**src/asss_pkg.sv**
```systemverilog
// ----------------------------------------------------------------------------
// asss_pkg
// Shared types, constants and helpers of the active set slip solver.
// ----------------------------------------------------------------------------
package asss_pkg;

  // number format and index widths
  localparam int QW    = 48;
  localparam int IDX_W = 5;
  localparam int COL_W = 6;
  localparam int CFG_W = 6;

  // augmented column holds the right-hand side and the solution
  localparam logic [COL_W-1:0] AUG_COL = 6'd32;

  localparam logic [QW-1:0] Q_MAX = 48'h7FFF_FFFF_FFFF;
  localparam logic [QW-1:0] Q_MIN = 48'h8000_0000_0000;

  // input item kinds
  localparam logic [1:0] ACT_MAT   = 2'd0;
  localparam logic [1:0] ACT_VEC   = 2'd1;
  localparam logic [1:0] ACT_CAND  = 2'd2;
  localparam logic [1:0] ACT_SOLVE = 2'd3;

  // shared unit operations
  localparam logic OP_MUL = 1'b0;
  localparam logic OP_DIV = 1'b1;

  typedef struct packed {
    logic          start;
    logic          op;
    logic [QW-1:0] a;
    logic [QW-1:0] b;
  } arith_req_t;

  typedef struct packed {
    logic          done;
    logic [QW-1:0] res;
  } arith_rsp_t;

  typedef struct packed {
    logic             last;
    logic             singular;
    logic [QW-2:0]    amount;
    logic [IDX_W-1:0] pos;
    logic             active;
    logic [IDX_W-1:0] sys_idx;
  } res_t;

  // magnitude of a two's complement value
  function automatic logic [QW-1:0] mag(input logic [QW-1:0] v);
    mag = v[QW-1] ? (~v + 1'b1) : v;
  endfunction

  // saturating difference
  function automatic logic [QW-1:0] sat_sub(input logic [QW-1:0] a, input logic [QW-1:0] b);
    logic [QW:0] d;
    d = {a[QW-1], a} - {b[QW-1], b};
    if (d[QW] != d[QW-1]) sat_sub = d[QW] ? Q_MIN : Q_MAX;
    else sat_sub = d[QW-1:0];
  endfunction

endpackage

```
**src/asss_arith.sv**
```systemverilog
// ----------------------------------------------------------------------------
// asss_arith
// Shared bit-serial fixed point multiplier and divider, one bit per cycle.
// ----------------------------------------------------------------------------
module asss_arith #(
  parameter int FRACTION_BITS = 24
) (
  input  logic                 clk,
  input  logic                 rst_n,
  input  asss_pkg::arith_req_t req,
  output asss_pkg::arith_rsp_t rsp
);

  localparam int QW    = asss_pkg::QW;
  localparam int NUM_W = QW + FRACTION_BITS;
  localparam int CNT_W = $clog2(NUM_W + 1);

  logic             busy_r, done_r, op_r, neg_r, zero_r, over_r;
  logic [CNT_W-1:0] cnt_r;
  logic [QW-1:0]    ub_r, hi_r, lo_r, rem_r;
  logic [NUM_W-1:0] num_r;
  logic [QW-2:0]    q_r;
  logic [QW:0]      sum, rs;
  logic [2*QW-1:0]  prod;
  logic [QW-2:0]    m;
  logic [QW-1:0]    ua, ub;

  assign ua = asss_pkg::mag(req.a);
  assign ub = asss_pkg::mag(req.b);

  // one step of each datapath
  assign sum = {1'b0, hi_r} + (lo_r[0] ? {1'b0, ub_r} : '0);
  assign rs  = {rem_r, num_r[NUM_W-1]};

  // sequencing
  always_ff @(posedge clk) begin
    if (!rst_n) begin
      busy_r <= 1'b0;
      done_r <= 1'b0;
    end else begin
      done_r <= 1'b0;
      if (!busy_r && req.start) begin
        busy_r <= 1'b1;
        op_r   <= req.op;
        neg_r  <= req.a[QW-1] ^ req.b[QW-1];
        ub_r   <= ub;
        zero_r <= (ub == '0);
        hi_r   <= '0;
        lo_r   <= ua;
        num_r  <= {ua, {FRACTION_BITS{1'b0}}};
        rem_r  <= '0;
        q_r    <= '0;
        over_r <= 1'b0;
        cnt_r  <= (req.op == asss_pkg::OP_MUL) ? CNT_W'(QW - 1) : CNT_W'(NUM_W - 1);
      end else if (busy_r) begin
        if (op_r == asss_pkg::OP_MUL) begin
          hi_r <= sum[QW:1];
          lo_r <= {sum[0], lo_r[QW-1:1]};
        end else begin
          num_r <= {num_r[NUM_W-2:0], 1'b0};
          if (rs >= {1'b0, ub_r}) begin
            rem_r <= QW'(rs - {1'b0, ub_r});
            q_r   <= {q_r[QW-3:0], 1'b1};
            if (cnt_r >= CNT_W'(QW - 1)) over_r <= 1'b1;
          end else begin
            rem_r <= rs[QW-1:0];
            q_r   <= {q_r[QW-3:0], 1'b0};
          end
        end
        cnt_r <= cnt_r - 1'b1;
        if (cnt_r == '0) begin
          busy_r <= 1'b0;
          done_r <= 1'b1;
        end
      end
    end
  end

  // result scaling, saturation and sign
  assign prod = {hi_r, lo_r};

  always_comb begin
    if (op_r == asss_pkg::OP_MUL) begin
      m = (|prod[2*QW-1:QW-1+FRACTION_BITS]) ? asss_pkg::Q_MAX[QW-2:0]
                                              : prod[QW-2+FRACTION_BITS:FRACTION_BITS];
    end else begin
      m = over_r ? asss_pkg::Q_MAX[QW-2:0] : q_r;
    end
    rsp.done = done_r;
    if (op_r == asss_pkg::OP_DIV && zero_r) rsp.res = '0;
    else rsp.res = neg_r ? (~{1'b0, m} + 1'b1) : {1'b0, m};
  end

endmodule

```
**config.mk**
```make
export PLATFORM = sky130hd
export DESIGN_NAME = asss_arith
export DESIGN_NICKNAME = d
export VERILOG_FILES = /design/src/asss_pkg.sv /design/src/asss_arith.sv
export SDC_FILE = /design/constraint.sdc
export NUM_CORES = 1
export LEC_CHECK = 0
export BUFFER_PORTS_ARGS = -buffer_cell sky130_fd_sc_hd__buf_4
export CAP_MARGIN = 10
export CORE_AREA = 2 2 203 205
export CTS_CLUSTER_SIZE = 40
export DETAILED_ROUTE_END_ITERATION = 16
export DIE_AREA = 0 0 205 207
export PLACE_DENSITY = 0.73
export SLEW_MARGIN = 0
export SYNTH_ARGS = -nofsm -noshare
export SYNTH_HDL_FRONTEND = slang
export SYNTH_SLANG_ARGS = --single-unit
```
**constraint.sdc**
```tcl
create_clock -name clk -period 14.05 [get_ports clk]
set_clock_uncertainty 0.2 [all_clocks]
set_input_delay 0 -clock clk [delete_from_list [all_inputs] [get_ports clk]]
set_output_delay 0 -clock clk [all_outputs]
set_load 0.02 [all_outputs]
```
Word level (Yosys, flattened, before mapping)
Cells that the tools add are included.
{"block": "totals", "reg_bits": 324, "inputBits": 100, "out_inout_bits": 49, "wordCells": 78}
{"block": "classes", "add_sub_neg": 6, "n_lt_le_gt_ge": 2, "eq_ne": 1, "muxes": 33, "bitwise_logic": 6, "n_reduce_logical": 16}
{"cell": "two-way mux 48 bit", "count": 13}
{"cell": "two-way mux 47 bit", "count": 5}
{"cell": "two-way mux 72 bit", "count": 3}
{"cell": "adder 48 x 1 -> 48 bit, second input constant", "count": 3}
{"cell": "inverter 48 bit", "count": 2}
{"cell": "adder 48 x 48 -> 49 bit", "count": 1}
{"cell": ">= comparator 49 x 48 -> 1 bit", "count": 1}
{"cell": "zero test 48 bit", "count": 1}
{"cell": "inverter 47 -> 48 bit", "count": 1}
{"cell": "subtractor 48 bit", "count": 1}
{"cell": "OR reduction 25 bit", "count": 1}
{"cell": "two-way mux 7 bit", "count": 3}
{"cell": "two-way mux 1 bit", "count": 9}
{"cell": "nonzero test 2 bit", "count": 4}
{"cell": ">= comparator 7 x 6 -> 1 bit, second input constant", "count": 1}
{"cell": "zero test 7 bit", "count": 1}
{"cell": "subtractor 7 x 1 -> 7 bit, second input constant", "count": 1}
{"cell": "AND reduction 3 bit", "count": 2}
{"cell": "AND reduction 5 bit", "count": 1}
{"cell": "AND reduction 2 bit", "count": 2}
{"cell": "OR reduction 3 bit", "count": 1}
{"cell": "logical AND 1 bit", "count": 2}
{"cell": "inequality test 2 x 1 -> 1 bit, second input constant", "count": 1}
{"cell": "inverter 1 bit", "count": 2}
{"cell": "other kinds (2)", "count": 2}

Depth between registers and ports, before layout
{"block": "depth", "word_depth": 7, "mapped_depth": 17, "depth_no_buf": 12}

Worst setup path before layout
Ideal clock, no wire load.
{"block": "synth_path", "path_type": "register -> register", "from": "register op_r", "to": "register over_r, enable pin", "setup_time_ns": 0.326, "t_arrival_ns": 8.382, "required_time_ns": 13.524, "setup_slack_ns": 5.142, "path_stages_with_launch": 6, "n_path_buf": 2, "period_less_slack_ns": 8.908, "cell_sequence": "edfxtp_1 > clkbuf_1 > clkbuf_1 > inv_1 > a21oi_1 > and2_1"}
{"block": "synth_between", "elab_chain_cells": 2}
{"element": "start, declared", "line_no": "asss_arith.sv:18", "rtl": "logic busy_r, done_r, op_r, neg_r, zero_r, over_r;"}
{"element": "start signal, assigned", "line_no": "asss_arith.sv:44", "rtl": "op_r <= req.op;"}
{"element": "nonzero test 2 bit (no line)"}
{"element": "AND reduction 5 bit (no line)"}
{"element": "end signal, assigned", "line_no": "asss_arith.sv:53", "rtl": "over_r <= 1'b0;"}
{"element": "end signal, assigned", "line_no": "asss_arith.sv:64", "rtl": "if (cnt_r >= CNT_W'(QW - 1)) over_r <= 1'b1;"}
{"element": "end, declared", "line_no": "asss_arith.sv:18"}
Every way passes these cells.
A chain may end at the register's enable or synchronous reset.

==> flow_summary.json <==
{
  "status": "completed",
  "grt_pass1_wl_um": 98300,
  "worstPathArrival_ns": 5.76,
  "drive_gt1_share_pct": 10.2,
  "fin_crit_ns": 5.96,
  "ir_drop_mv": 0.0810,
  "syn-num-nets": 2583,
  "hpwl_um": 44000,
  "rsz0062_at_grt": "false",
  "final_common_cell": "edfxtp_1",
  "clkSinkCount": 300,
  "num_vias": 19500,
  "netlist_area_um2": 21800,
  "grt_pass1_vias": 18400,
  "post-cts-setup-buffers": 0,
  "path_cells": "nor4_1 > nand4_1 > or2_2 > o22ai_1 > ha_1 > and4_1 > o211ai_1 > nor3b_2 > nand4b_1 > o41ai_1 > xnor2_1 > nor2_1 > buf_4",
  "cp.required_ns": 13.85,
  "async_flop_share_pct": 0,
  "yosysUniqueCellTypes": 77,
  "finalHoldViolCount": 0,
  "antenna_left": 0,
  "leakagePower_nw": 10.2,
  "synth_flop_cell": "edfxtp_1",
  "tritoncts": "built",
  "track_usage_pct": 28.8,
  "area_delta_synth_final_pct": 19.6,
  "netlist_instances": 2379,
  "viasPerCell": 6.12,
  "dieArea_um2": 42400,
  "grt_max_degree": 108,
  "coreArea_um2": 40400,
  "post_cts_resized": 0,
  "nets": 2830,
  "power_mw": 2.80,
  "final_cell_mix": "edfxtp_1 (298), nand2_1 (243), nor2_1 (210)",
  "criticalPathCategory": "reg2out",
  "drv_slew": 0,
  "synth_edf_count": 298,
  "fin_crit_sh_pct": 42.4,
  "wl_per_cell_um": 19.5,
  "io_pins": 149,
  "portBuffers": 148,
  "routed_wl_um": 62200,
  "synth_seq_cells": 300,
  "worst-path-max-fanout": 20,
  "dp.cells": 2958,
  "max_freq_mhz": 168,
  "globalRouteOverflowTotal": 0,
  "p_int_mw": 1.94,
  "share_seq_of_total_power_pct": 40.7,
  "drt_iter0_markers": 1668,
  "synth_area_per_cell_um2": 9.18,
  "row_count": 74,
  "clkPwrFrac_pct": 33.1,
  "die_y_um": 207,
  "start_kind": "register",
  "cts.clk_slew.worst_paths_ns": 0.06,
  "crit_family": "simple AND/OR/NAND/NOR gates",
  "p_per_area_nw_per_um2": 107,
  "p_sw_share_pct": 30.9,
  "r2r_setup_slack_ns": 9.35,
  "power_frac_comb_pct": 26.2,
  "htreeDepth": 2,
  "fin_cells": 3188,
  "critical-path-max-stage-delay_ns": 0.87,
  "clk_latency_ns": 0.57,
  "antenna_found_initial": 3,
  "clock-root-buffer": "clkbuf_16",
  "drcViolationCount": 0,
  "start_util_pct": 54.1,
  "switching_power_mw": 0.866,
  "crit_buf_inv": 1,
  "place.gp.congestion": 0.948,
  "slew_headroom_pct": 27.9,
  "synth-seq-area-share_pct": 41.2,
  "slowest_stage": "nand4_1",
  "finalSetupViolations": 0,
  "drt-pass1-iter-count": 6,
  "tightest_slew_ns": 1.08,
  "hp-class": "in2reg",
  "clock_path_buffers": 3,
  "fin_setup_tns_ns": 0,
  "die_w_um": 205,
  "postCtsHoldBufs": 160,
  "yosysWarnings": 0,
  "numCtsBuffers": 37,
  "end_kind": "output pin",
  "max_cap_violations": 0
}
## metal layers
layer  routed length, um  vias up  share of wire (%)  GRT usage [%]
li1                    -     9265                  -              -
met1               27400     9375                 44           40.6
met2               28600      740                 46           45.5
met3                4170      141                6.7           4.33
met4                2010        0                3.2           9.55
met5                   0        -                  0              0
## synthesized netlist by cell type, drive strengths merged, types with 21 or more instances
master | n | area (um^2)
o21bai | 22 | 165
edfxtp | 298 | 8950
xor2 | 76 | 666
or4 | 23 | 188
nand4 | 36 | 225
o31ai | 38 | 299
nor2 | 210 | 788
mux2i | 31 | 310
and2 | 111 | 694
ha | 102 | 1280
xnor2 | 124 | 1090
a21oi | 146 | 731
or3 | 35 | 219
nor3 | 52 | 260
inv | 91 | 342
a211oi | 21 | 158
o41ai | 24 | 218
o21ai | 135 | 676
o22ai | 30 | 188
o21a | 79 | 593
clkbuf | 101 | 379
a21o | 52 | 390
nand2 | 243 | 912
nor4 | 30 | 200
nand3 | 46 | 230
and3 | 26 | 163
## power groups by stage
stage	clock, mW	sequential, mW	combinational [mW]
after detailed placement	0	1.16	0.673
after floorplan	0	1.14	0.497
after CTS	0.939	1.14	0.723
final	0.927	1.14	0.734
after global placement	0	1.16	0.660
after global routing	0.975	1.15	0.809
## cells by family after synthesis
logic type               count (synthesis)  synth area share, %
multiplexers                            32                 1.47
AND/OR/NAND/NOR                        896                 20.6
XOR/XNOR                               200                 8.02
adder cells (fa/ha/maj)                104                 6.03
AO/OA/AOI/OAI                          640                 19.1
flip-flops                             300                 41.2
buffers and inverters                  207                 3.58
## final timing paths
| path | start | to | depth (start not counted) |
|---|---|---|---|
| setup / recovery | op_r$_DFFE_PP_ | rsp[44] | 13 |
| hold / removal | req[0] | ub_r[0]$_DFFE_PP_ | 2 |
| setup reg to reg | rem_r[7]$_SDFFCE_PP0P_ | rem_r[40]$_SDFFCE_PP0P_ | 11 |
| hold reg to reg | num_r[47]$_DFFE_PP_ | num_r[48]$_DFFE_PP_ | 2 |
## final cells by class
class,instances,area [um^2]
Sequential cell,300,8990
Antenna cell,1,2.50
Inverter,92,345
Clock buffer,47,1010
Fill cell,3270,14200
Clock inverter,21,154
Timing Repair Buffer,323,2850
Multi-Input combinational cell,1872,12100
Tap cell,532,666
## registers in the layout, indices dropped and copies added, names as in the netlist
name,flops
op_r,1
done_r,1
cnt_r,7
hi_r,48
over_r,1
zero_r,1
lo_r,48
rem_r,48
busy_r,1
neg_r,1
ub_r,48
num_r,48
q_r,47
## stage by stage
step	utilization [%]	instance area (um^2)	worst slack [ns]	hold slack [ns]
CTS	64.7	26100	8.20	0.00945
detailed placement	57.8	23300	8.80	0.0184
global placement	57.8	23300	8.96	0.0181
global route	64.7	26100	7.78	0.0286
finish	64.7	26100	8.09	0.0434
floorplan	-	21800	5.14	-0.101
No activity file was read; power rests on OpenSTA's default activity.
